## src/xor_distance_bucket_table_defines.svh

```systemverilog
// Assertion macros shared by the bucket table RTL.
// No dependencies; included by the modules that carry assertions.
`ifndef XOR_DISTANCE_BUCKET_TABLE_DEFINES_SVH
`define XOR_DISTANCE_BUCKET_TABLE_DEFINES_SVH

// Condition must hold at every edge outside reset
`define XDBT_ASSERT_ALW(lbl, clk, rst, cond, msg) \
   lbl: assert property (@(posedge clk) disable iff (rst) (cond)) else $error(msg);

// Antecedent implies consequent in the same cycle
`define XDBT_ASSERT_IMP(lbl, clk, rst, ante, cons, msg) \
   lbl: assert property (@(posedge clk) disable iff (rst) (ante) |-> (cons)) else $error(msg);

// Antecedent implies consequent in the following cycle
`define XDBT_ASSERT_NXT(lbl, clk, rst, ante, cons, msg) \
   lbl: assert property (@(posedge clk) disable iff (rst) (ante) |=> (cons)) else $error(msg);

`endif

```

## src/xdbt_pkg.sv

```systemverilog
// Types, codes and default sizes for the XOR-distance bucket table.
// No dependencies; imported by every module of the block but xdbt_ram.
`default_nettype none
package xdbt_pkg;

   // Default sizes, handed down to the top level parameters
   localparam int DEF_ID_BITS      = 64;
   localparam int DEF_BUCKETS      = 64;
   localparam int DEF_BUCKET_DEPTH = 8;
   localparam int DEF_MAX_FIND     = 16;

   // Fixed field widths
   localparam int KEY_W    = 64;
   localparam int HANDLE_W = 16;
   localparam int LIMIT_W  = 5;
   localparam int BKT_W    = 6;
   localparam int FILL_W   = 4;
   localparam int TOTAL_W  = 10;
   localparam int OUT_CAP  = 16;

   // Command queue between front and back
   localparam int QUEUE_DEPTH = 2;
   localparam int QUEUE_AW    = $clog2(QUEUE_DEPTH);
   localparam int QUEUE_CW    = $clog2(QUEUE_DEPTH + 1);

   typedef enum logic {
      OP_ADD  = 1'b0,
      OP_FIND = 1'b1
   } op_type;

   typedef enum logic [1:0] {
      STATUS_ADDED = 2'd0,
      STATUS_FULL  = 2'd1,
      STATUS_FOUND = 2'd2,
      STATUS_NONE  = 2'd3
   } status_type;

   // Classified request as queued for the back end
   typedef struct packed {
      op_type               op;
      logic [KEY_W-1:0]     key;
      logic [HANDLE_W-1:0]  handle;
      logic [BKT_W-1:0]     bucket;
      logic [LIMIT_W-1:0]   limit;
   } cmd_type;

   // One result as driven onto the response ports
   typedef struct packed {
      logic                 strobe;
      status_type           status;
      logic [KEY_W-1:0]     key;
      logic [HANDLE_W-1:0]  handle;
      logic [BKT_W-1:0]     bucket;
      logic                 last;
   } rsp_type;

endpackage
`default_nettype wire

```

## src/xdbt_cmd_queue.sv

```systemverilog
// Short queue of classified requests between front and back end.
// Depends on xdbt_pkg and the assertion macro header.
`default_nettype none
`include "xor_distance_bucket_table_defines.svh"
module xdbt_cmd_queue (
   input  wire logic              clock,
   input  wire logic              reset,
   input  wire logic              push,
   input  wire xdbt_pkg::cmd_type push_data,
   output logic                   full,
   input  wire logic              pop,
   output logic                   not_empty,
   output xdbt_pkg::cmd_type      pop_data
);
   import xdbt_pkg::*;

   localparam int AW = (QUEUE_AW > 0) ? QUEUE_AW : 1;

   cmd_type               mem_ff [QUEUE_DEPTH];
   logic [AW-1:0]         wr_ptr_ff, wr_ptr_in;
   logic [AW-1:0]         rd_ptr_ff, rd_ptr_in;
   logic [QUEUE_CW-1:0]   count_ff, count_in;
   logic                  do_push, do_pop;

   assign full      = (count_ff == QUEUE_CW'(QUEUE_DEPTH));
   assign not_empty = (count_ff != '0);
   assign pop_data  = mem_ff[rd_ptr_ff];
   assign do_push   = push && !full;
   assign do_pop    = pop && not_empty;

   // Advance pointers and occupancy
   always_comb begin
      wr_ptr_in = wr_ptr_ff;
      rd_ptr_in = rd_ptr_ff;
      count_in  = count_ff;
      if (do_push) begin
         wr_ptr_in = (wr_ptr_ff == AW'(QUEUE_DEPTH - 1)) ? '0 : wr_ptr_ff + 1'b1;
      end
      if (do_pop) begin
         rd_ptr_in = (rd_ptr_ff == AW'(QUEUE_DEPTH - 1)) ? '0 : rd_ptr_ff + 1'b1;
      end
      if (do_push && !do_pop) begin
         count_in = count_ff + 1'b1;
      end else if (do_pop && !do_push) begin
         count_in = count_ff - 1'b1;
      end
   end

   always_ff @(posedge clock) begin
      if (reset) begin
         wr_ptr_ff <= '0;
         rd_ptr_ff <= '0;
         count_ff  <= '0;
      end else begin
         wr_ptr_ff <= wr_ptr_in;
         rd_ptr_ff <= rd_ptr_in;
         count_ff  <= count_in;
      end
      if (do_push) begin
         mem_ff[wr_ptr_ff] <= push_data;
      end
   end

   `XDBT_ASSERT_ALW(a_queue_bound, clock, reset, count_ff <= QUEUE_CW'(QUEUE_DEPTH), "queue overfilled")

endmodule
`default_nettype wire

```

## config.mk

```make
export PLATFORM = sky130hd
export DESIGN_NAME = xdbt_cmd_queue
export DESIGN_NICKNAME = d
export VERILOG_FILES = /design/src/xdbt_pkg.sv /design/src/xdbt_cmd_queue.sv
export VERILOG_INCLUDE_DIRS = /design/src /design/src/src
export SDC_FILE = /design/constraint.sdc
export NUM_CORES = 1
export LEC_CHECK = 0
export BUFFER_PORTS_ARGS = -buffer_cell sky130_fd_sc_hd__buf_2
export CAP_MARGIN = 20
export CORE_ASPECT_RATIO = 1.25
export CORE_MARGIN = 8
export CORE_UTILIZATION = 30
export DETAILED_ROUTE_END_ITERATION = 10
export PLACE_DENSITY = 0.5
export SYNTH_ARGS = -nofsm -noshare
export SYNTH_HDL_FRONTEND = slang
export SYNTH_SLANG_ARGS = --single-unit
```

## constraint.sdc

```tcl
create_clock -name clock -period 4.7 [get_ports clock]
set_clock_uncertainty 0.1 [all_clocks]
set_input_delay 0.47 -clock clock [delete_from_list [all_inputs] [get_ports clock]]
set_output_delay 0.47 -clock clock [all_outputs]
set_load 0.01 [all_outputs]
```

# Yosys cells after proc, flatten, opt, wreduce, memory -nomap -nowiden
# Memories as Yosys holds them, arrays and structs flattened. A register that Yosys moved wholly into a read port is not among the register bits.
# Cells that the tools add are included.
op_classes:
  n_eq_ne: 1
  n_lt_le_gt_ge: 0
  multipliers: 0
  n_div: 0
  n_bitwise: 0
  shifts: 0
  add_sub_neg: 4
  mux: 8
  n_reduce_logical: 9
op_table:
  columns: ["op", "count"]
  rows:
  - ["1-bit two-way mux", 6]
  - ["1-bit logical AND", 4]
  - ["2-bit two-way mux", 2]
  - ["2-bit nonzero test", 2]
  - ["1-bit zero test", 3]
  - ["1-bit adder (second input constant)", 2]
  - ["2-bit by 1-bit adder with 2-bit output (second input constant)", 1]
  - ["2-bit == test (second input constant)", 1]
  - ["2-bit by 1-bit subtractor with 2-bit output (second input constant)", 1]
word_totals:
  latchBits: 0
  elab_cells: 26
  rom_bits: 0
  out_inout_bits: 94
  mem_count: 1
  mem_bits_rw: 184
  reg_bits: 4
memory_table:
  columns: ["name", "words", "width", "rd", "rd_ports_with_merged_regs", "wr", "line_no", "text"]
  rows:
  - ["mem_ff", 2, 92, 1, 1, 1, "xdbt_cmd_queue.sv:19", "cmd_type mem_ff [QUEUE_DEPTH];"]

# Depth between registers and ports, before layout
# Gate-level depths: netlist of run 1.
depth:
  word_depth: 7
  depth_mapped: 6
  ltp_nobuf: 6

# Worst setup path before layout of run 1
# No wires, ideal clock.
synth_timing:
  path_kind: "input port to flip-flop"
  from: "in push"
  to: "mem mem_ff[1][0] (netlist name) (enable)"
  stages: 3
  path_slack_ns: 1.349
  arrival_time_ns: 2.790
  setup_time_ns: 0.461
  t_required_ns: 4.139
  path_cell_list: "inv_1 nor2_1 and2_1"
synth_via:
  elab_chain_len: 3
synth_rtl:
  columns: ["item", "line_no", "text"]
  rows:
  - ["from (decl)", "xdbt_cmd_queue.sv:8", "input wire logic push,"]
  - ["1-bit logical AND", "xdbt_cmd_queue.sv:28", "assign do_push = push && !full;"]
  - ["1-bit two-way mux", "xdbt_cmd_queue.sv:59", "if (do_push) begin"]
  - ["1-bit two-way mux (implied by the code)", "xdbt_cmd_queue.sv:60", "mem_ff[wr_ptr_ff] <= push_data;"]
  - ["to (decl)", "xdbt_cmd_queue.sv:19", null]
# No other way between the ends.

==> reports/results.tsv, run 1 <==
stage	metric	value	unit
worst_setup_path	endpoint_kind	primary output	
worst_setup_path	reg2reg_depth	4	
logic_synthesis	synth_top_cell_area_share	80.3	%
logic_synthesis	ys_types	16	
detailed_routing	drt_first_pass_iters	4	
logic_synthesis	syn_nets	408	
worst_setup_path	startpoint_type	flop	
die	dieArea	28100	µm²
worst_setup_path	arrival	2410	ps
global_route	grt_pass1_vias	4033	
die	dieWidth	151	µm
cts	cts_setup_buffers	0	
timing	rsz0062_at_grt	no	
cts	clock_latency	410	ps
worst_setup_path	worstPathRequired	4130	ps
global_route	track_usage	10.4	%
timing	relSlewSlack	39.4	%
logic_synthesis	synth_area_per_cell	22.1	µm²
placed_design	dp_cells	782	
logic_synthesis	yosys.area_share.xor_xnor	0.382	%
logic_synthesis	synthMuxAreaShare	15.0	%
detailed_routing	vias	3536	
logic_synthesis	synth_fa_ha_area_share	0.182	%
cells_and_area	drive_above_1_share	61.1	%
run	maxCapViolCount	0	
logic_synthesis	synthSimpleGateAreaFrac	0.709	%
logic_synthesis	synth_top_family_by_area	multiplexers	
die	fp.dieH	185	µm
die	pin_count	190	
logic_synthesis	yosysTopAreaCell	edfxtp_1	
worst_setup_path	rrSetupSlack	2350	ps
detailed_routing	routed_wl	14.7	mm
pwr	switching_share	27.5	%
global_route	grt_pass1_wl	21.9	mm
timing	fin_setup_tns	0	ps
pwr	p_int	3.43	mW
cts	cts.sinks	189	
global_route	antenna_found_initial	2	
logic_synthesis	ys_warn_count	0	
worst_setup_path	crit_fanout	65	
cts	cts_root_buf	clkbuf_16	
cells_and_area	areaGrowthSynthToFinish	27.0	%
global_route	grt_max_degree	77	
detailed_routing	viasPerCell	4.34	
cts	htreeDepth	4	
cells_and_area	fill_cells	2155	
timing	slew_violations	0	
status	status	completed	
worst_hold_path	min_path_type	in -> reg	
placed_design	hpwl	10.0	mm
cts	cts.reportedPaths.clkPinSlew	70	ps
cts	cts_hold_buffers	0	
detailed_routing	drt-wirelength-per-cell	18.0	µm
logic_synthesis	ys_ff_latch	189	
logic_synthesis	synthCells	311	
cells_and_area	final_cell_count_no_fill	815	
die	coreArea	22700	µm²
timing	setup_violations	0	
pwr	combPwrFrac	22.3	%
cts	cts_tree	yes	
timing	worst_pin_slew	910	ps
timing	layout_setup_ws	1720	ps
timing	period_needed	2980	ps
pwr	power_density	541	nW/µm²
detailed_routing	drtAntennaViolNets	0	
pwr	power.total	4.73	mW
worst_hold_path	whs_path_depth	1	
timing	max_freq	336	MHz
pwr	switchingPower	1.30	mW
pwr	ir_drop	0.290	mV
pwr	clock_power_share	30.1	%
placed_design	gp_congestion	0.704	
cts	numCtsBuffers	17	
placed_design	portBuffers	189	
cts	cts_max_path_buffers	2	
detailed_routing	drc	0	
pwr	p_leak	3.21	nW
detailed_routing	drt_iter0_markers	124	
placed_design	post-place-ws	2070	ps
die	start_util	30.3	%
cells_and_area	fin_nets	611	
cts	cts-resized-gates	0	
logic_synthesis	synth_compound_area_share	0.364	%
logic_synthesis	synth_area	6880	µm²
timing	post-route-period-util	63.4	%
logic_synthesis	synth_area_leaders	edfxtp_1 80%, mux2_2 15%, dfxtp_1 1.5%, buf_6 1.3%, xor2_1 0.38%	
logic_synthesis	ys_seq_area_share	81.7	%
die	row_count	62	
pwr	seq_power_share	47.5	%
cells_and_area	diodes	0	
worst_setup_path	crit_type	reg -> out	
global_route	gr-total-overflow	0	
timing	hold_viol_final	0	
==> layout by cell type (no fill, tap or decap), types with 3 or more instances in the layout <==
| cell type | count |
|---|---|
| buf_4 | 4 |
| dfxtp_1 | 4 |
| xor2_1 | 3 |
| buf_2 | 189 |
| clkbuf_16 | 17 |
| nor2_1 | 4 |
| clkinvlp_4 | 4 |
| mux2_2 | 92 |
| inv_8 | 3 |
| edfxtp_1 | 184 |
| o21ai_0 | 3 |
==> power groups by stage <==
stage | Clock [mW] | Combinational, mW | Sequential [mW]
final | 1.42 | 1.06 | 2.25
after global routing | 1.55 | 1.15 | 2.28
after CTS | 1.49 | 1.09 | 2.26
after detailed placement | 0 | 1.08 | 2.30
after global placement | 0 | 1.06 | 2.29
after floorplan | 0 | 0.747 | 2.21
==> sequential cells by signal, summed over array words and instances (netlist names), named ones only <==
signal	cells
mem_ff	184
count_ff	2
rd_ptr_ff	1
wr_ptr_ff	1
==> cell usage after synthesis <==
cell type,count
and2_1,1
xor2_1,3
dfxtp_1,5
nor2_1,4
buf_6,8
a21oi_1,2
buf_4,1
ha_1,1
nor2b_2,1
buf_2,1
edfxtp_1,184
inv_1,2
o21ai_0,3
or2_2,1
or3_1,2
mux2_2,92
==> kinds of logic after synthesis <==
kind of cell / after synthesis
compound gates: 5
xor+xnor: 3
fa+ha+maj: 1
buf+inv: 12
flops: 189
mux: 92
simple gates: 9
==> cell type report <==
type                            count  area [µm²]  share of cell area (%)
Clock buffer                       18         429                    4.91
Clock inverter                     14         160                    1.83
Inverter                            2        10.0                   0.114
Multi-Input combinational cell    110        1150                    13.2
Sequential cell                   189        5630                    64.4
Tap cell                          288         360                    4.12
Timing Repair Buffer              194        1000                    11.5
==> critical path: stages, from the launching register on <==
cell	delay [ps]
dfxtp_4	940
buf_4	470
mux2_2	390
buf_2	140
==> per-stage QoR <==
step                      cell area [µm²]  utilization, %  hold WS, ps
after floorplan                      6880               -          352
after global placement               8130            35.8          377
after detailed placement             8130            35.8          394
after CTS                            8720            38.3          110
after global routing                 8740            38.5          112
final                                8740            38.5          140
==> final timing paths <==
check / startpoint / end
max reg2reg: count_ff[0] / mem_ff[0][41]
max: flop / pop_data[61]
min reg2reg: wr_ptr_ff / wr_ptr_ff
min: push_data[50] / mem_ff[1][50]
==> routing by layer <==
layer	wire length, µm	track usage, %	part of all wire [%]
met3	1150	4.03	7.9
met1	5450	11.0	37
met2	7830	18.5	53
met5	24	0	0.16
met4	206	3.85	1.4
Power figures use the tool's default switching activity.
==> run 2: changes to the inputs <==
==> constraint.sdc (replaced) <==
create_clock -name clock -period 2.87 [get_ports clock]
set_clock_uncertainty 0.1 [all_clocks]
set_input_delay 0.287 -clock clock [delete_from_list [all_inputs] [get_ports clock]]
set_output_delay 0.287 -clock clock [all_outputs]
set_load 0.01 [all_outputs]
==> reports/results.tsv, run 2 (synthesis results as in run 1) <==
stage	metric	value	unit
timing	period_needed	2370	ps
timing	fin_hold_ws	177	ps
detailed_routing	drtAntennaViolNets	0	
die	coreArea	22700	µm²
timing	hold_viol_final	0	
timing	fin_setup_tns	0	ps
placed_design	portBuffers	189	
worst_setup_path	cp_cell_sequence	buf_4, mux2_2, buf_2	
worst_setup_path	rrSetupSlack	850	ps
worst_hold_path	min_path_type	in -> reg	
die	dieArea	28100	µm²
pwr	p_int	5.70	mW
worst_setup_path	crit_fanout	31	
detailed_routing	drc	0	
detailed_routing	drt-wirelength-per-cell	16.4	µm
die	start_util	30.3	%
cts	cts_tree	yes	
worst_hold_path	holdPathEnd	wr_ptr_ff	
worst_setup_path	crit_path_top_delay_cell	dfxtp_4	
cells_and_area	layout_common_cells	189 x buf_2, 184 x edfxtp_1, 93 x dlygate4sd3_1	
pwr	combPwrFrac	25.0	%
pwr	clock_power_share	29.1	%
global_route	track_usage	10.8	%
pwr	switching_share	27.2	%
timing	setup_violations	0	
die	fp.dieH	185	µm
pwr	p_leak	3.60	nW
status	status	completed	
cts	htreeDepth	4	
timing	post-route-period-util	82.5	%
worst_setup_path	arrival	1980	ps
pwr	power_density	808	nW/µm²
placed_design	hpwl	9.95	mm
detailed_routing	drt_iter0_markers	121	
worst_setup_path	cp_num_buf_inv	2	
pwr	seq_power_share	45.9	%
detailed_routing	drt_first_pass_iters	4	
worst_setup_path	crit_type	reg -> out	
cts	cts_max_path_buffers	2	
worst_setup_path	reg2reg_depth	4	
detailed_routing	routed_wl	15.0	mm
timing	relSlewSlack	55.3	%
timing	max_freq	422	MHz
global_route	grt_pass1_vias	4387	
worst_setup_path	reg2reg_from	count_ff[1]	
die	dieWidth	151	µm
placed_design	gp_congestion	0.723	
pwr	switchingPower	2.13	mW
pwr	ir_drop	0.416	mV
cells_and_area	top_regs	mem_ff x184, count_ff x2	
global_route	grt_max_degree	52	
cells_and_area	diodes	0	
run	maxCapViolCount	0	
worst_setup_path	cpPeakStageDelay	550	ps
timing	rsz0062_at_grt	no	
cts	cts.sinks	189	
global_route	antenna_found_initial	0	
cts	clock_latency	420	ps
detailed_routing	vias	3847	
worst_setup_path	r2r-end	mem_ff[0][79]	
timing	slew_violations	0	
detailed_routing	viasPerCell	4.23	
worst_setup_path	startpoint_type	flop	
global_route	gr-total-overflow	0	
cells_and_area	regMostFlops	mem_ff	
cts	cts.reportedPaths.clkPinSlew	70	ps
global_route	grt_pass1_wl	22.8	mm
worst_hold_path	whs_path_depth	4	
cells_and_area	fin_nets	706	
timing	worst_pin_slew	670	ps
cells_and_area	largest_register_ffs	184	
cells_and_area	fill_cells	2086	
worst_setup_path	endpoint_kind	primary output	
worst_setup_path	worstPathRequired	2480	ps
worst_hold_path	hold_path.startpoint	push	
cells_and_area	drive_above_1_share	51.6	%
cells_and_area	areaGrowthSynthToFinish	40.7	%
die	row_count	62	
cts	cts_setup_buffers	0	
worst_setup_path	cp_top_family	buffers and inverters	
cts	cts_root_buf	clkbuf_16	
die	pin_count	190	
cts	numCtsBuffers	17	
cells_and_area	mostFrequentLayoutCell	buf_2	
## run 2: cell types whose count changed in the layout (fill, tap and decap cells not counted), sizes merged
cell         delta
dlygate4sd3    +93
clkinv          +5
inv             -5
buf             +2
clkbuf          +1
clkinvlp        -1
## run 2: metrics by stage
step | instances | setup WS [ps] | total power, mW | cell area, µm² | utilization [%]
6_report | 910 | 501 | 7.83 | 9680 | 42.6
5_1_grt | 910 | 354 | 8.22 | 9680 | 42.6
3_3_place_gp | 785 | 903 | 5.54 | 8180 | 36.0
4_1_cts | 910 | 397 | 7.99 | 9680 | 42.6
3_5_place_dp | 785 | 851 | 5.58 | 8180 | 36.0
2_1_floorplan | 311 | 281 | 4.82 | 6890 | -
## run 2: layout make-up
type | count | area [µm²] | area share, %
Timing Repair Buffer | 289 | 1950 | 20.2
Sequential cell | 189 | 5630 | 58.1
Clock inverter | 13 | 144 | 1.49
Clock buffer | 19 | 433 | 4.47
Inverter | 2 | 11.3 | 0.116
Tap cell | 288 | 360 | 3.72
Multi-Input combinational cell | 110 | 1150 | 11.9
## run 2: repair_timing
| action | 4_1_cts | 5_1_grt |
|---|---|---|
| hold buffers | 93 | 0 |
| endpoints found under the hold margin | 189 | 0 |
| gates resized for setup | 0 | 0 |
## run 2: worst min-delay path, stage by stage
cell and delay [ps]:
buf_2 80, inv_1 50, o21ai_0 170, a21oi_1 70
## run 2: per-layer routing
metal	vias up	wire, µm	global-route usage [%]	share of wire [%]
met3	11	1060	4.06	7.1
met2	116	7840	18.7	52
met5	-	0	0	0
met1	1895	5890	11.8	39
li1	1825	-	-	-
met4	0	173	3.77	1.2
## run 2: worst max path at each step
stage / from / to / slack, ps / cells after the start
after floorplan: count_ff[1] / mem_ff[0][0] / 280 / 3
after global placement: count_ff[1] / mem_ff[0][50] / 900 / 4
after detailed placement: count_ff[0] / mem_ff[0][50] / 850 / 4
after CTS: flop / pop_data[60] / 400 / 3
after global routing: flop / pop_data[73] / 350 / 3
final: flop / pop_data[73] / 500 / 3
## run 2: power by group through the flow
stage | Combinational (mW) | Clock [mW] | Sequential (mW)
floorplan | 1.23 | 0 | 3.60
detailed placement | 1.92 | 0 | 3.66
CTS | 2.03 | 2.36 | 3.60
finish | 1.96 | 2.28 | 3.59
global placement | 1.90 | 0 | 3.64
global route | 2.13 | 2.46 | 3.63
