===== src/xor_distance_bucket_table_defines.svh =====
// Assertion macros shared by the bucket table RTL.
// No dependencies; included by the modules that carry assertions.
`ifndef XOR_DISTANCE_BUCKET_TABLE_DEFINES_SVH
`define XOR_DISTANCE_BUCKET_TABLE_DEFINES_SVH

// Condition must hold at every edge outside reset
`define XDBT_ASSERT_ALW(lbl, clk, rst, cond, msg) \
   lbl: assert property (@(posedge clk) disable iff (rst) (cond)) else $error(msg);

// Antecedent implies consequent in the same cycle
`define XDBT_ASSERT_IMP(lbl, clk, rst, ante, cons, msg) \
   lbl: assert property (@(posedge clk) disable iff (rst) (ante) |-> (cons)) else $error(msg);

// Antecedent implies consequent in the following cycle
`define XDBT_ASSERT_NXT(lbl, clk, rst, ante, cons, msg) \
   lbl: assert property (@(posedge clk) disable iff (rst) (ante) |=> (cons)) else $error(msg);

`endif


===== src/xdbt_pkg.sv =====
// Types, codes and default sizes for the XOR-distance bucket table.
// No dependencies; imported by every module of the block but xdbt_ram.
`default_nettype none
package xdbt_pkg;

   // Default sizes, handed down to the top level parameters
   localparam int DEF_ID_BITS      = 64;
   localparam int DEF_BUCKETS      = 64;
   localparam int DEF_BUCKET_DEPTH = 8;
   localparam int DEF_MAX_FIND     = 16;

   // Fixed field widths
   localparam int KEY_W    = 64;
   localparam int HANDLE_W = 16;
   localparam int LIMIT_W  = 5;
   localparam int BKT_W    = 6;
   localparam int FILL_W   = 4;
   localparam int TOTAL_W  = 10;
   localparam int OUT_CAP  = 16;

   // Command queue between front and back
   localparam int QUEUE_DEPTH = 2;
   localparam int QUEUE_AW    = $clog2(QUEUE_DEPTH);
   localparam int QUEUE_CW    = $clog2(QUEUE_DEPTH + 1);

   typedef enum logic {
      OP_ADD  = 1'b0,
      OP_FIND = 1'b1
   } op_type;

   typedef enum logic [1:0] {
      STATUS_ADDED = 2'd0,
      STATUS_FULL  = 2'd1,
      STATUS_FOUND = 2'd2,
      STATUS_NONE  = 2'd3
   } status_type;

   // Classified request as queued for the back end
   typedef struct packed {
      op_type               op;
      logic [KEY_W-1:0]     key;
      logic [HANDLE_W-1:0]  handle;
      logic [BKT_W-1:0]     bucket;
      logic [LIMIT_W-1:0]   limit;
   } cmd_type;

   // One result as driven onto the response ports
   typedef struct packed {
      logic                 strobe;
      status_type           status;
      logic [KEY_W-1:0]     key;
      logic [HANDLE_W-1:0]  handle;
      logic [BKT_W-1:0]     bucket;
      logic                 last;
   } rsp_type;

endpackage
`default_nettype wire


===== src/xdbt_front.sv =====
// Front end: accepts requests, computes XOR distance and bucket, clamps the count.
// Depends on xdbt_pkg; feeds xdbt_cmd_queue.
`default_nettype none
module xdbt_front #(
   parameter int ID_BITS  = xdbt_pkg::DEF_ID_BITS,
   parameter int BUCKETS  = xdbt_pkg::DEF_BUCKETS,
   parameter int MAX_FIND = xdbt_pkg::DEF_MAX_FIND
) (
   input  wire logic                          clock,
   input  wire logic                          reset,
   input  wire logic                          start,
   output logic                               busy,
   input  wire logic                          req_operation,
   input  wire logic [xdbt_pkg::KEY_W-1:0]    req_node_key,
   input  wire logic [xdbt_pkg::HANDLE_W-1:0] req_peer_handle,
   input  wire logic [xdbt_pkg::LIMIT_W-1:0]  req_max_results,
   input  wire logic [xdbt_pkg::KEY_W-1:0]    local_node_id,
   output logic                               push,
   output xdbt_pkg::cmd_type                  push_data,
   input  wire logic                          queue_full
);
   import xdbt_pkg::*;

   localparam int NGRP = (ID_BITS + 7) / 8;
   localparam int PADW = NGRP * 8;
   localparam int PAD  = PADW - ID_BITS;
   localparam logic [KEY_W-1:0] ID_MASK =
      (ID_BITS >= KEY_W) ? {KEY_W{1'b1}} : ((KEY_W'(1) << ID_BITS) - KEY_W'(1));

   logic                 s1_vld_ff, s1_vld_in;
   cmd_type              s1_cmd_ff, s1_cmd_in;
   logic [NGRP-1:0]      s1_nz_ff, s1_nz_in;
   logic [2:0]           s1_glz_ff [NGRP];
   logic [2:0]           s1_glz_in [NGRP];

   logic                 accept;
   logic [KEY_W-1:0]     key_cut;
   logic [KEY_W-1:0]     xor_dist;
   logic [PADW-1:0]      dist_pad;
   logic [LIMIT_W-1:0]   limit;
   logic [6:0]           lz;
   logic [BKT_W-1:0]     bucket;

   assign busy    = s1_vld_ff || queue_full;
   assign accept  = start && !busy;
   assign key_cut = req_node_key & ID_MASK;
   assign xor_dist = key_cut ^ (local_node_id & ID_MASK);
   assign dist_pad = PADW'(xor_dist) << PAD;

   // Clamp the requested count to the find limit and output capacity
   always_comb begin
      limit = req_max_results;
      if (int'(limit) > MAX_FIND) begin
         limit = LIMIT_W'(MAX_FIND);
      end
      if (int'(limit) > OUT_CAP) begin
         limit = LIMIT_W'(OUT_CAP);
      end
   end

   // Leading zeros within each byte group, most significant group first
   always_comb begin
      logic [7:0] grp;
      for (int g = 0; g < NGRP; g++) begin
         grp          = dist_pad[PADW-1-8*g -: 8];
         s1_nz_in[g]  = (grp != 8'd0);
         s1_glz_in[g] = 3'd0;
         for (int i = 0; i < 8; i++) begin
            if (grp[i]) begin
               s1_glz_in[g] = 3'(7 - i);
            end
         end
      end
   end

   // Combine groups into the bucket index, clamped to the last bucket
   always_comb begin
      lz = 7'd0;
      for (int g = NGRP - 1; g >= 0; g--) begin
         if (s1_nz_ff[g]) begin
            lz = 7'(g * 8) + 7'(s1_glz_ff[g]);
         end
      end
      if (lz > 7'(BUCKETS - 1)) begin
         lz = 7'(BUCKETS - 1);
      end
      bucket = lz[BKT_W-1:0];
   end

   assign push = s1_vld_ff;
   always_comb begin
      push_data        = s1_cmd_ff;
      push_data.bucket = bucket;
   end

   // Capture the request; hold it while the queue is full
   always_comb begin
      s1_cmd_in.op     = op_type'(req_operation);
      s1_cmd_in.key    = key_cut;
      s1_cmd_in.handle = req_peer_handle;
      s1_cmd_in.bucket = '0;
      s1_cmd_in.limit  = limit;
      if (accept) begin
         s1_vld_in = 1'b1;
      end else begin
         s1_vld_in = s1_vld_ff && queue_full;
      end
   end

   always_ff @(posedge clock) begin
      if (reset) begin
         s1_vld_ff <= 1'b0;
      end else begin
         s1_vld_ff <= s1_vld_in;
      end
      if (accept) begin
         s1_cmd_ff <= s1_cmd_in;
         s1_nz_ff  <= s1_nz_in;
         s1_glz_ff <= s1_glz_in;
      end
   end

endmodule
`default_nettype wire


===== config.mk =====
export PLATFORM = sky130hd
export DESIGN_NAME = xdbt_front
export DESIGN_NICKNAME = d
export VERILOG_FILES = /design/src/xor_distance_bucket_table_defines.svh /design/src/xdbt_pkg.sv /design/src/xdbt_front.sv
export SDC_FILE = /design/constraint.sdc
export NUM_CORES = 1
export LEC_CHECK = 0
export BUFFER_PORTS_ARGS = -buffer_cell sky130_fd_sc_hd__buf_2
export CAP_MARGIN = 30
export CORE_MARGIN = 8
export CORE_UTILIZATION = 46
export DETAILED_ROUTE_END_ITERATION = 16
export PLACE_DENSITY = 0.83
export SYNTH_ARGS = -nofsm -noshare
export SYNTH_HDL_FRONTEND = slang
export SYNTH_SLANG_ARGS = --single-unit
export TNS_END_PERCENT = 1

===== constraint.sdc =====
create_clock -name clock -period 7.57 [get_ports clock]
set_clock_uncertainty 0.05 [all_clocks]
set_input_delay 0.757 -clock clock [delete_from_list [all_inputs] [get_ports clock]]
set_output_delay 0.757 -clock clock [all_outputs]
set_load 0.02 [all_outputs]

# == After elaboration in Yosys (flattened, before gate mapping) ==
# Cells that the tools add are included.
# totals
mem_count,0
rom_bits,0
latchBits,0
input_bits,154
output_inout_bits,94
ff_bits,119
ramBits,0
# classes
shifts,0
div_mod_pow,0
n_eq_ne,0
bitwise,1
addsub,7
n_reduce_logical,28
order_cmp,3
mux,67
n_mul,0
# ops
operator,count
two-way mux 3 bit,32
nonzero test 8 bit,8
bitwise XOR 64 bit,1
two-way mux 7 bit,8
two-way mux 2 bit,16
OR reduction 4 bit,8
"adder 6 x 3 -> 7 bit, first input constant",4
OR reduction 2 bit,8
"adder 5 x 3 -> 6 bit, first input constant",2
"> comparator 5 bit, second input constant",2
two-way mux 1 bit,9
"> comparator 7 x 6 -> 1 bit, second input constant",1
two-way mux 6 bit,1
"adder 4 x 3 -> 5 bit, first input constant",1
two-way mux 5 bit,1
logical AND 1 bit,2
zero test 1 bit,1
logical OR 1 bit,1

# == Logic depth before layout (Yosys ltp) ==
# Gate-level depths: netlist (run 1).
# depth
ltp_word,11
mapped_depth,5
mapped_depth_nobuf,4

# == Worst setup path before layout (run 1) ==
# Ideal clock, no wire load.
# synth_path
kind,input port to flip-flop
from,input queue_full
to,"register s1_cmd_ff (netlist bit push_data[0]), enable pin"
arrival_ns,6.076
setup_ns,0.598
path_buffers,0
stages,2
required_ns,6.922
setup_slack_ns,0.846
cell_sequence,or2_2 > nor2_1
# synth_via
elab_chain_cells,3
# synth_rtl
item,line,rtl
start: declaration,xdbt_front.sv:20,input wire logic queue_full
logical OR 1 bit,xdbt_front.sv:44,assign busy = s1_vld_ff || queue_full;
zero test 1 bit,xdbt_front.sv:45,assign accept = start && !busy;
logical AND 1 bit,xdbt_front.sv:45,
via accept,xdbt_front.sv:36,logic accept;
end signal: assignment,xdbt_front.sv:117,s1_cmd_ff <= s1_cmd_in;
end: declaration,xdbt_front.sv:31,"cmd_type s1_cmd_ff, s1_cmd_in;"
# The timed path passes the listed nets, and every way through them passes these cells.
# A chain may end at the register's enable or synchronous reset.

==> results by stage, run 1 <==
Timing:
- The total count of max-transition violations in the final report is 0.
- Once routing completed, OpenROAD measured the worst setup slack at 4.796 ns.
- Setup repair after global routing left no endpoint under its margin.
- The period utilization is about 37%.
- The headroom to the max-slew limit is 68.05%.
- The number of hold-slack violations in the final timing report is 0.
- The smallest clock period supported by the final layout is computed as between 2 and 3 ns.
- The setup TNS is 0 ns.
- For the pin with the worst max-slew slack, the measured transition is 0.4727 ns.
- The fmax is 360.5 MHz.
- Setup violations remaining at the end of the flow were counted as 0.

Route:
- The first-pass iteration count of the detailed router is 5.
- In the routed design, unresolved DRC markers number 0.
- The DRC marker count from the first detailed-route iteration is about 170.
- The routed design has 12.90 mm of wire.
- The routed via count divided by cell count is a little under 5.
- Once detail routing completed, the nets flagged for antenna violations numbered 0.
- The routed wirelength normalized by instance count is 16.66 um.
- The final route contains 3,838 vias.

Placement:
- The count of placed standard cells including taps is 741.
- The half-perimeter wire length of the detailed placement result is 10.18 mm.
- The post-placement worst setup slack is 4.106 ns.
- The congestion estimate from routability-driven global placement came to around 0.8.
- The number of buffers inserted by port buffering is between 200 and 250.

Clock tree:
- The clock edge transition at the registers on the reported setup and hold paths is 0.06 ns.
- The clock passes through at most 2 buffers.
- The clock tree synthesis step divided the H-tree into 4 levels.
- The number of setup buffers added after CTS is 0.
- The number of buffers created by CTS is 17.
- The clock latency at the later pin of the worst-skew pair is 0.51 ns.
- The post-cts repair resize count is 0.
- The buffer type at the clock tree root is sky130_fd_sc_hd__clkbuf_8.
- The quantity of hold-fixing buffers added after cts is 0.
- The clock tree from TritonCTS is built.
- The total clock sinks is 119.

Floorplanning:
- Row generation in the floorplan step produced 38 rows.
- The die covers 0.01467 mm^2.
- For this design the top-level I/O count stands at 248.
- The initial standard-cell utilization of the core is between 40% and 50%.
- The overall die width is 121.1 um.
- The die is roughly 120 um tall.
- The core region is 0.01079 mm^2.

Setup path:
- Walking the worst path, the cells encountered are nor2b_2, a221o_1, o2111ai_1, a31oi_1, buf_2.
- Across all register-to-register paths, the minimum setup slack is about 5.4 ns.
- The length in cells of the worst reg-to-reg path is 5.
- The capturing point of the worst reg2reg path is s1_nz_ff[5]$_DFFE_PP_.
- STA classifies the critical path startpoint as a flip-flop.
- Data arrives at the worst endpoint at 1.97 ns.
- The most critical setup path has its startpoint at s1_nz_ff[6]$_DFFE_PP_.
- On the critical path, the stage with the largest delay is an instance of sky130_fd_sc_hd__edfxtp_1.
- The class of the most critical setup path is reg2out.
- The worst setup path is captured at an output port.
- The peak per-stage delay on the critical path is 0.47 ns.
- The most critical setup path has its endpoint at push_data[6].
- STA puts the critical path data required time at between 6 and 7 ns.
- Of all nets on the critical path, the largest fanout is 6.
- The reg-to-reg critical path startpoint is push$_SDFF_PP0_.

Synthesis:
- The mean instance size in the synthesized netlist is 14.24 um^2.
- The cell area after synthesis is between 0.005 and 0.006 mm^2.
- After synthesis the netlist holds a flip-flop and latch count of 119.
- The total of warnings raised by yosys is 0.
- The post-synthesis sequential area ratio is between 70% and 80%.
- The synthesized netlist net count is 511.
- Yosys mapped the design onto 29 distinct sky130hd cell types.
- Counting every instance in the synthesized netlist gives 357.
- Sorting the synthesized cells by area gives the leading types as sky130_fd_sc_hd__edfxtp_1, sky130_fd_sc_hd__xnor2_1, sky130_fd_sc_hd__xor2_1.
- In this run the biggest area consumer among cell types represents 69.70% of the synthesized area.
- The cell type with the largest total area after synthesis is sky130_fd_sc_hd__edfxtp_1.

Final layout:
- For this run, the post-layout net count is around 780.
- The area of the multi-input gates is between 0.001 and 0.0015 mm^2.
- The number of antenna diodes in the final layout is 0.
- The layout has roughly 790 filler cells.
- The final non-filler cell total is about 770.
- In the final layout, the share of cells above drive strength 1 is 44.64%.
- The layout overhead on the synthesized area is 39.53%.
- Across the whole layout, storage elements account for 0.003563 mm^2.

Global routing:
- The total congestion overflow after global routing is 0.
- The number of antenna violations at the first check in global routing is 0.
- The overall track demand over capacity in global routing is 16.92%.
- Entering global routing, the biggest net connects 83 pins.
- The via count of the first global-routing pass came to 4,077.
- The first global-routing pass estimated 19.42 mm of wire.

Pwr:
- Overall power consumption after layout is estimated at 1.721 mW.
- Dividing total power by cell area gives a power density of 242.7 mW/mm^2.
- The maximum vdd ir drop is 0.0001375 V.
- Summed over all cells, the static leakage comes to 2.942 nW.

Flow run:
- The number of max-cap violations is 0.

Min path:
- In this run the worst hold path is classified as in2reg.

Outcome:
- The flow ran to the end, and the final reports show no timing, DRC or antenna violations.
-- how the worst min path moves through the flow --
stage	from	to	slack (ns)	cells past startpoint
floorplan	push$_SDFF_PP0_	push$_SDFF_PP0_	0.55	2
global placement	push$_SDFF_PP0_	push$_SDFF_PP0_	0.44	2
detailed placement	push$_SDFF_PP0_	push$_SDFF_PP0_	0.48	2
CTS	reset	push$_SDFF_PP0_	0.32	2
global route	reset	push$_SDFF_PP0_	0.33	2
finish	reset	push$_SDFF_PP0_	0.35	2
-- stage by stage --
stage          area (um^2)  util (%)  hold slack (ns)
6_report              7093     65.72           0.3493
5_1_grt               7093     65.72           0.3257
4_1_cts               7046     65.28           0.3194
3_5_place_dp          6495     60.18           0.4773
3_3_place_gp          6495     60.18           0.4376
2_1_floorplan         5084         -           0.5513
-- placed cells by master, fill, tap and decap left out, types with 15 or more instances in the layout --
master	n
sky130_fd_sc_hd__xnor2_1	40
sky130_fd_sc_hd__a21oi_1	15
sky130_fd_sc_hd__inv_1	19
sky130_fd_sc_hd__edfxtp_1	118
sky130_fd_sc_hd__nand2_1	21
sky130_fd_sc_hd__nor2_1	20
sky130_fd_sc_hd__clkbuf_16	16
sky130_fd_sc_hd__xor2_1	32
sky130_fd_sc_hd__buf_2	247
-- critical path: cells and delay by family (launching register included) --
kind	cells	cell delay [ns]
buf+inv	1	0.21
compound gates	3	0.56
simple gates	1	0.22
flops	1	0.47
-- area by class of cell --
class / instances / share of cell area (%)
inverters: 19 / 1.005
clock inverters: 14 / 1.923
repair buffers: 250 / 18.20
well taps: 140 / 2.470
multi-input cells: 215 / 20.32
flip-flops and latches: 119 / 50.24
clock buffers: 17 / 5.839
-- flip-flops by register name, indices dropped and copies added (netlist names) --
register and cells:
push 1, s1_glz_ff 24, push_data 86, s1_nz_ff 8
-- Yosys cell counts --
master / instances
sky130_fd_sc_hd__edfxtp_1: 118
sky130_fd_sc_hd__o22ai_1: 3
sky130_fd_sc_hd__nand2b_1: 3
sky130_fd_sc_hd__nor2_1: 21
sky130_fd_sc_hd__nor2b_1: 4
sky130_fd_sc_hd__xnor2_1: 40
sky130_fd_sc_hd__clkbuf_1: 4
sky130_fd_sc_hd__a21oi_1: 15
sky130_fd_sc_hd__xor2_1: 32
sky130_fd_sc_hd__a31oi_1: 3
sky130_fd_sc_hd__o31a_1: 1
sky130_fd_sc_hd__or2_2: 1
sky130_fd_sc_hd__a211oi_1: 8
sky130_fd_sc_hd__nand4_1: 8
sky130_fd_sc_hd__nor3_1: 9
sky130_fd_sc_hd__and2_1: 8
sky130_fd_sc_hd__inv_1: 19
sky130_fd_sc_hd__nor2b_2: 1
sky130_fd_sc_hd__a211o_1: 1
sky130_fd_sc_hd__nor4_1: 9
sky130_fd_sc_hd__o21bai_1: 1
sky130_fd_sc_hd__o31ai_1: 8
sky130_fd_sc_hd__dfxtp_1: 1
sky130_fd_sc_hd__nor4b_1: 1
sky130_fd_sc_hd__nand3b_1: 3
sky130_fd_sc_hd__o2111ai_1: 3
sky130_fd_sc_hd__a221o_1: 3
sky130_fd_sc_hd__nand3_1: 8
sky130_fd_sc_hd__nand2_1: 21
-- power by group --
part	switching [mW]	internal, mW	total (mW)
clock	0.278	0.461	0.739
sequential	0.00902	0.762	0.771
combinational	0.125	0.0860	0.211
-- routing by layer --
metal	track usage [%]	part of all wire, %	up-vias
met3	7.259	9.9	24
li1	-	-	1865
met2	29.84	51	169
met4	6.948	1.9	0
met1	17.22	37	1780
met5	0	0	-
-- cells by family (layout without fill, tap and decap cells) --
family | Yosys count | in the layout | synth area share, %
buf+inv | 23 | 300 | 1.698
simple gates | 97 | 97 | 9.624
compound gates | 46 | 46 | 6.178
flops | 119 | 119 | 70.10
xor+xnor | 72 | 72 | 12.40
(Power assumes the default switching activity.)
==> inputs of run 2 (changes only) <==
- CORE_UTILIZATION: 46 -> 42
- PLACE_DENSITY: 0.83 -> 0.8
- clock period: 7.57 -> 2.4 ns (I/O delays scaled with it)
==> run 2 against run 1 <==
  * Core utilization is 1.9 points higher
  * Worst setup slack got worse by 4.5 ns
  * Critical endpoint is now push_data[7]
  * Critical path type unchanged
  * Global-route usage up 2.1 points
  * First-iteration DRC count is 56% higher
  * Highest routed layer unchanged
==> results by stage, run 2 (same netlist as run 1, synthesis figures left out) <==
Route:
- The vias after detailed routing is 4,235.
- The DRC violations left is 0.
- Dividing the detail-routed via count by the number of cells gives around 4.9.
- The sum of routed wire length over all layers is ~15 mm.
- Once detail routing completed, the nets flagged for antenna violations numbered 0.
- The pre-antenna-repair detailed-routing pass consisted of 5 iterations.
- After detailed routing, the average wire length per cell comes to 17.58 um.
- For this block, the initial DRC count from the detailed router was 264.

Setup path:
- The critical path starts at s1_nz_ff[6]$_DFFE_PP_.
- The sort of element at the end of the critical path is an output port.
- The worst register-to-register path begins at push$_SDFF_PP0_.
- The worst reg-to-reg setup slack is 0.63 ns.
- For the worst setup path, the data required time is 2.11 ns.
- Of all nets on the critical path, the largest fanout is 6.
- Data arrives at the worst endpoint at 1.79 ns.
- The number of cells on the worst reg-to-reg path is 3.
- The count of buffering cells on the critical path with inverters included is 1.
- The cell class contributing the biggest share of worst-path delay is compound AO/OA/AOI/OAI gates.
- The cell type of the slowest stage on the worst timing path is sky130_fd_sc_hd__edfxtp_1.
- The class of the most critical setup path is reg2out.
- STA classifies the critical path startpoint as a flip-flop.
- The capturing point of the worst reg2reg path is push_data[48]$_DFFE_PP_.
- The critical path goes through nor2b_2, a221o_1, o2111ai_1, a31oi_1, buf_2.
- On the worst path, the slowest cell contributes a delay of 0.46 ns.

Timing:
- The total count of max-transition violations in the final report is 0.
- The headroom to the max-slew limit is between 50 and 60%.
- For the pin with the worst max-slew slack, the measured transition is between 0.6 and 0.7 ns.
- The fmax is around 480 MHz.
- The routed design could run at a clock period as short as around 2.1 ns.
- Setup repair after global routing left no endpoint under its margin.
- The number of hold-slack violations in the final timing report is 0.
- Of the available clock period, the critical path in the final layout requires 86.46%.
- The final number of setup-violating endpoints is 0.

Placement:
- The count of buffers added on input and output ports is 247.
- The weighted congestion at the end of routability-driven global placement is 0.8009.
- The half-perimeter wire length of the detailed placement result is 10.71 mm.

Clock tree:
- The maximum level of the CTS H-tree is 4.
- The clock edge transition at the registers on the reported setup and hold paths is 0.05 ns.
- The setup fix buffers added after clock tree synthesis is 0.
- The buffer type at the clock tree root is sky130_fd_sc_hd__clkbuf_16.
- TritonCTS built the clock tree.
- The number of buffers created by CTS is 17.
- No sink is reached through more buffers than the 2 on the longest clock path.
- The clock reaches the later pin of the worst-skew pair after between 0.4 and 0.5 ns.
- Counting every sink on the clock net gives between 100 and 150.

Min path:
- The type of the worst min-delay path is in2reg.
- Counting instances, the worst hold path has a depth of 1.
- The startpoint of the worst hold path is req_node_key[56].
- The end point of the most critical hold path is push_data[83]$_DFFE_PP_.

Floorplanning:
- The placement row count is 40.
- The overall die width is 126.0 um.
- The initial standard-cell utilization of the core is 42.68%.
- The number of top-level pins is roughly 250.
- The die is 126.0 um tall.
- The die covers 0.01588 mm^2.
- The core area is about 0.012 mm^2.

Pwr:
- The share of total power in sequential cells is 40.3%.
- The proportion of power drawn by combinational gates is 13.1%.
- The share of power burned in the clock network is 46.6%.
- The completed layout was analyzed and its total power is 6.037 mW.
- For this design the static power due to leakage is 3.352 nW.
- Internal power comes to 4.698 mW.
- In this run the power spent charging and discharging nets is roughly 1.3 mW.
- In this run switching power makes up 22.19% of total power.
- Dividing total power by cell area gives a power density of 749.1 mW/mm^2.
- The worst-case IR drop observed on VDD is 0.0006227 V.

Final layout:
- The flip-flop count of the largest register after layout is 86.
- The multi-input combinational cells in the finished layout cover a total of roughly 0.0014 mm^2.
- The most common library cell in the layout ignoring fill and taps is sky130_fd_sc_hd__buf_2.
- The utilization of the core after routing is 67.66%.
- Relative to the synthesized area, the layout overhead comes to 58.53%.
- The top cell types in the final layout, fill and taps aside, are sky130_fd_sc_hd__buf_2, sky130_fd_sc_hd__edfxtp_1, sky130_fd_sc_hd__dlygate4sd3_1.
- The sequential cells in the finished layout cover a total of about 0.0036 mm^2.
- Of the cells placed in the final design, the portion with a size suffix greater than 1 is 40.00%.
- The post-layout net count is 861.
- The filler cell count is 830.

Outcome:
- The run finished with clean final reports.

Global routing:
- Entering global routing, the biggest net connects 30 pins.
- The overall track demand over capacity in global routing is 19.05%.
- The total congestion overflow after global routing is 0.
- The via count of the first global-routing pass came to 4,780.
- The first global-routing pass estimated around 24 mm of wire.
- The number of antenna violations at the first check in global routing was 1.

Flow run:
- The tool flagged a number of max-cap violations equal to 0.
-- run 2: cell count changes in the layout (fill, tap and decap cells not counted), moves of 2 or more --
cell	previous run	this run
sky130_fd_sc_hd__dlygate4sd3_1	0	80
sky130_fd_sc_hd__buf_4	1	5
sky130_fd_sc_hd__bufinv_16	2	6
sky130_fd_sc_hd__clkinv_2	5	2
sky130_fd_sc_hd__buf_12	1	3
sky130_fd_sc_hd__clkinv_1	1	3
-- run 2: metrics by stage --
| stage | hold slack [ns] | worst slack (ns) | TNS [ns] | std cells | cell area [um^2] |
|---|---|---|---|---|---|
| after floorplan | 0.2550 | -0.4909 | -58.24 | 357 | 5095 |
| after global placement | 0.3398 | 0.6157 | 0 | 755 | 6598 |
| after detailed placement | 0.3454 | 0.5842 | 0 | 755 | 6598 |
| after CTS | 0.0004680 | 0.3146 | 0 | 867 | 8056 |
| after global routing | 0.001828 | 0.1860 | 0 | 868 | 8059 |
| final | 0.01154 | 0.3249 | 0 | 868 | 8059 |
-- run 2: area by class of cell --
class | count | share of cell area [%]
tap | 147 | 2.282
clock inverter | 15 | 2.888
multi-input combinational | 215 | 17.92
clock buffer | 17 | 5.279
sequential | 119 | 44.23
timing repair buffer | 335 | 26.49
antenna | 1 | 0.03105
inverter | 19 | 0.8850
-- run 2: power groups by stage --
stage               logic [mW]  registers (mW)  clock network, mW
finish                   0.790            2.44               2.81
detailed placement       0.680            2.48                  0
floorplan                0.285            2.56                  0
CTS                      0.785            2.43               2.85
global placement         0.658            2.47                  0
global route             0.858            2.44               2.95
-- run 2: timing repair --
action	in CTS	in global routing
endpoints found under the hold margin	80	0
setup endpoints to repair	0	0
hold buffers	80	0
resized for setup	0	0
-- run 2: metal layers --
layer	share of wire, %	routed length, um	track usage, %	up-vias
met5	0	0	0	-
met4	2.1	313	7.714	0
met3	7.5	1144	7.637	27
met2	54	8173	34.21	187
met1	37	5626	19.30	1983
li1	-	-	-	2038
-- run 2: how the worst max path moves through the flow --
stage,endpoint,slack (ns),cells past startpoint
6_report,push_data[7],0.32,5
3_5_place_dp,push_data[47]$_DFFE_PP_,0.58,4
3_3_place_gp,push_data[47]$_DFFE_PP_,0.62,4
5_1_grt,push_data[5],0.19,5
4_1_cts,push_data[7],0.31,5
2_1_floorplan,push_data[0]$_SDFFCE_PN0P_,-0.49,2
==> inputs of run 3 (changes only) <==
- MAX_ROUTING_LAYER: unset -> met4
==> run 3 against run 2 <==
  * Highest routed layer unchanged
  * Non-clock buffer count is the same
  * Via count up 0.35%
  * Worst hold slack better by 0.0032 ns
  * Sequential power hardly changed
  * Clock-buffer cell count did not move
  * Die area did not move
  * Power hardly changed
  * Largest power group unchanged
  * Routed wire length shrank 0.14%
  * Fmax barely moved
  * Combinational power hardly changed
==> results by stage, run 3 (same netlist as run 1, synthesis figures left out) <==
Clock tree:
- Counting every sink on the clock net gives 119.
- The root buffer cell chosen for the clock tree is sky130_fd_sc_hd__clkbuf_16.
- CTS built an H-tree with a depth of 4.
- Counting along the longest clock path gives a buffer depth of 2.
- The number of buffers created by CTS is 17.
- At the later pin of the worst-skew pair, clock insertion delay measures roughly 0.4 ns.
- The clock edge transition at the registers on the reported setup and hold paths is 0.05 ns.
- TritonCTS built the clock tree.

Global routing:
- The wire length of the first global-routing pass is around 24 mm.
- Summed over all layers, the global routing overflow is 0.
- The number of antenna violations at the first check in global routing is 1.
- The overall track demand over capacity in global routing is 19.58%.
- The largest net degree at the start of global routing is 30.
- The via count of the first global-routing pass came to roughly 4.8k.

Floorplanning:
- From bottom edge to top edge, the die measures ~130 um.
- The overall die width is 126.0 um.
- The core region is about 0.012 mm^2.
- The initial utilization of the core area, before any placement, comes to 42.68%.
- The die covers around 0.016 mm^2.
- The number of top-level pins is 248.
- The floorplan has 40 rows.

Outcome:
- The run finished with clean final reports.

Setup path:
- Measured in cells, the most critical reg-to-reg path has a length of 3.
- STA classifies the critical path endpoint as an output port.
- STA classifies the critical path startpoint as a flip-flop.
- The source of the critical timing path is s1_nz_ff[6]$_DFFE_PP_.
- The timing endpoint of the critical path is push_data[7].
- Data arrives at the worst endpoint at around 1.8 ns.
- In this run the critical register-to-register path is launched from push$_SDFF_PP0_.
- The required time at the worst-slack endpoint is between 2 and 2.5 ns.
- In this run the critical register-to-register path is captured at s1_glz_ff[9]$_SDFFCE_PP0P_.
- Of all nets on the critical path, the largest fanout is 6.
- The setup check on the worst reg-to-reg path leaves a slack of about 0.63 ns.
- The setup path with the least slack is of type reg2out.

Route:
- The DRC violations left is 0.
- The sum of routed wire length over all layers is 15.24 mm.
- For this run, the detailed router's first-pass iteration total came to 4.
- The detail route stage leaves a number of antenna-violating nets equal to 0.
- The DRC marker count from the first detailed-route iteration is 268.
- The vias after detailed routing is 4,250.
- The routed via count divided by cell count is 4.896.
- After detailed routing, the average wire length per cell comes to approximately 18 um.

Min path:
- In this run the most critical hold path is launched from req_node_key[56].
- The worst hold path belongs to the class in2reg.

Placement:
- The half-perimeter wire length of the detailed placement result is 10.71 mm.
- The number of buffers inserted by port buffering is 247.
- The count of placed standard cells including taps is around 760.
- The post-detailed-placement cell area is roughly 0.0066 mm^2.
- The weighted congestion at the end of routability-driven global placement is 0.8124.

Flow run:
- The number of max-cap violations is 0.

Timing:
- The fmax is slightly below 500 MHz.
- The number of hold-slack violations in the final timing report is 0.
- Headroom to the max-slew limit came out at between 50% and 60%.
- For the pin with the worst max-slew slack, the measured transition is just under 0.7 ns.
- The minimum period implied by the final worst setup slack is 2.073 ns.
- Setup violations remaining at the end of the flow were counted as 0.
- Setup repair after global routing left no endpoint under its margin.
- The total count of max-transition violations in the final report is 0.
- The period utilization is 86.39%.

Final layout:
- The filler cell count is 830.
- Compared with the post-synthesis result, the final layout area differs by 58.53%.
- The post-layout net count is around 860.
- In the final layout, the multi-input gates occupy between 0.001 and 0.0015 mm^2.
- The count of cells in the finished layout, fillers not included, comes to 868.
- Cells with a size suffix above 1 make up 40.00% of the layout.
- Summing all flip-flop and latch instances after layout gives 0.003565 mm^2.
- The register with the most flip-flops in the layout has 86 of them.
- After routing the design area is 0.008059 mm^2.
- The library cells used most frequently in the layout, excluding fill and tap cells, are sky130_fd_sc_hd__buf_2, sky130_fd_sc_hd__edfxtp_1, sky130_fd_sc_hd__dlygate4sd3_1.
- The library cell used most frequently in the layout, excluding fill and tap cells, is sky130_fd_sc_hd__buf_2.

Pwr:
- Across the VDD grid, the largest voltage drop is 0.0006219 V.
- The sum of internal, switching and leakage power is 6.038 mW.
- In this run the power density over the cells is between 700 and 800 mW/mm^2.
- In this run the static leakage power is 3.352 nW.
run 3: final cells by class:
class,instances,share of cell area (%)
Clock buffer,17,5.279
Tap cell,147,2.282
Multi-Input combinational cell,215,17.92
Sequential cell,119,44.23
Antenna cell,1,0.03105
Clock inverter,15,2.888
Timing Repair Buffer,335,26.49
Inverter,19,0.8850
run 3: repair_timing:
item / CTS / global route
hold buffers: 80 / 0
gates resized for setup: 0 / 0
endpoints found under the hold margin: 80 / 0
buffers inserted: 0 / 0
run 3: how the worst min path moves through the flow:
stage               slack [ns]  cells after the start                      end
CTS                     0.0005                      1  push_data[83]$_DFFE_PP_
global route             0.004                      1  push_data[43]$_DFFE_PP_
floorplan                 0.25                      1          push$_SDFF_PP0_
global placement          0.34                      2          push$_SDFF_PP0_
detailed placement        0.35                      2          push$_SDFF_PP0_
finish                    0.01                      1  push_data[83]$_DFFE_PP_
run 3: per-stage QoR:
stage | util, % | setup TNS [ns] | setup WS (ns) | hold WS (ns)
after floorplan | - | -58.24 | -0.4909 | 0.2550
after global placement | 55.39 | 0 | 0.6157 | 0.3398
after detailed placement | 55.39 | 0 | 0.5842 | 0.3454
after CTS | 67.64 | 0 | 0.3146 | 0.0004680
after global routing | 67.66 | 0 | 0.1876 | 0.003505
final | 67.66 | 0 | 0.3267 | 0.01477
run 3: power by group:
part	internal, mW	total, mW	switching (mW)
Sequential	2.40	2.44	0.0314
Combinational	0.364	0.790	0.426
Clock	1.93	2.81	0.883
Total	4.70	6.04	1.34
run 3: per-layer routing:
| layer | GRT usage (%) | routed length [um] |
|---|---|---|
| met1 | 20.07 | 5786 |
| met3 | 5.949 | 956 |
| met5 | - | 0 |
| met4 | 8.351 | 380 |
| met2 | 34.21 | 8113 |
run 3: critical path, cell delays in order (launching register included):
cell,delay (ns)
sky130_fd_sc_hd__edfxtp_1,0.46
sky130_fd_sc_hd__nor2b_2,0.22
sky130_fd_sc_hd__a221o_1,0.16
sky130_fd_sc_hd__o2111ai_1,0.11
sky130_fd_sc_hd__a31oi_1,0.21
sky130_fd_sc_hd__buf_2,0.21
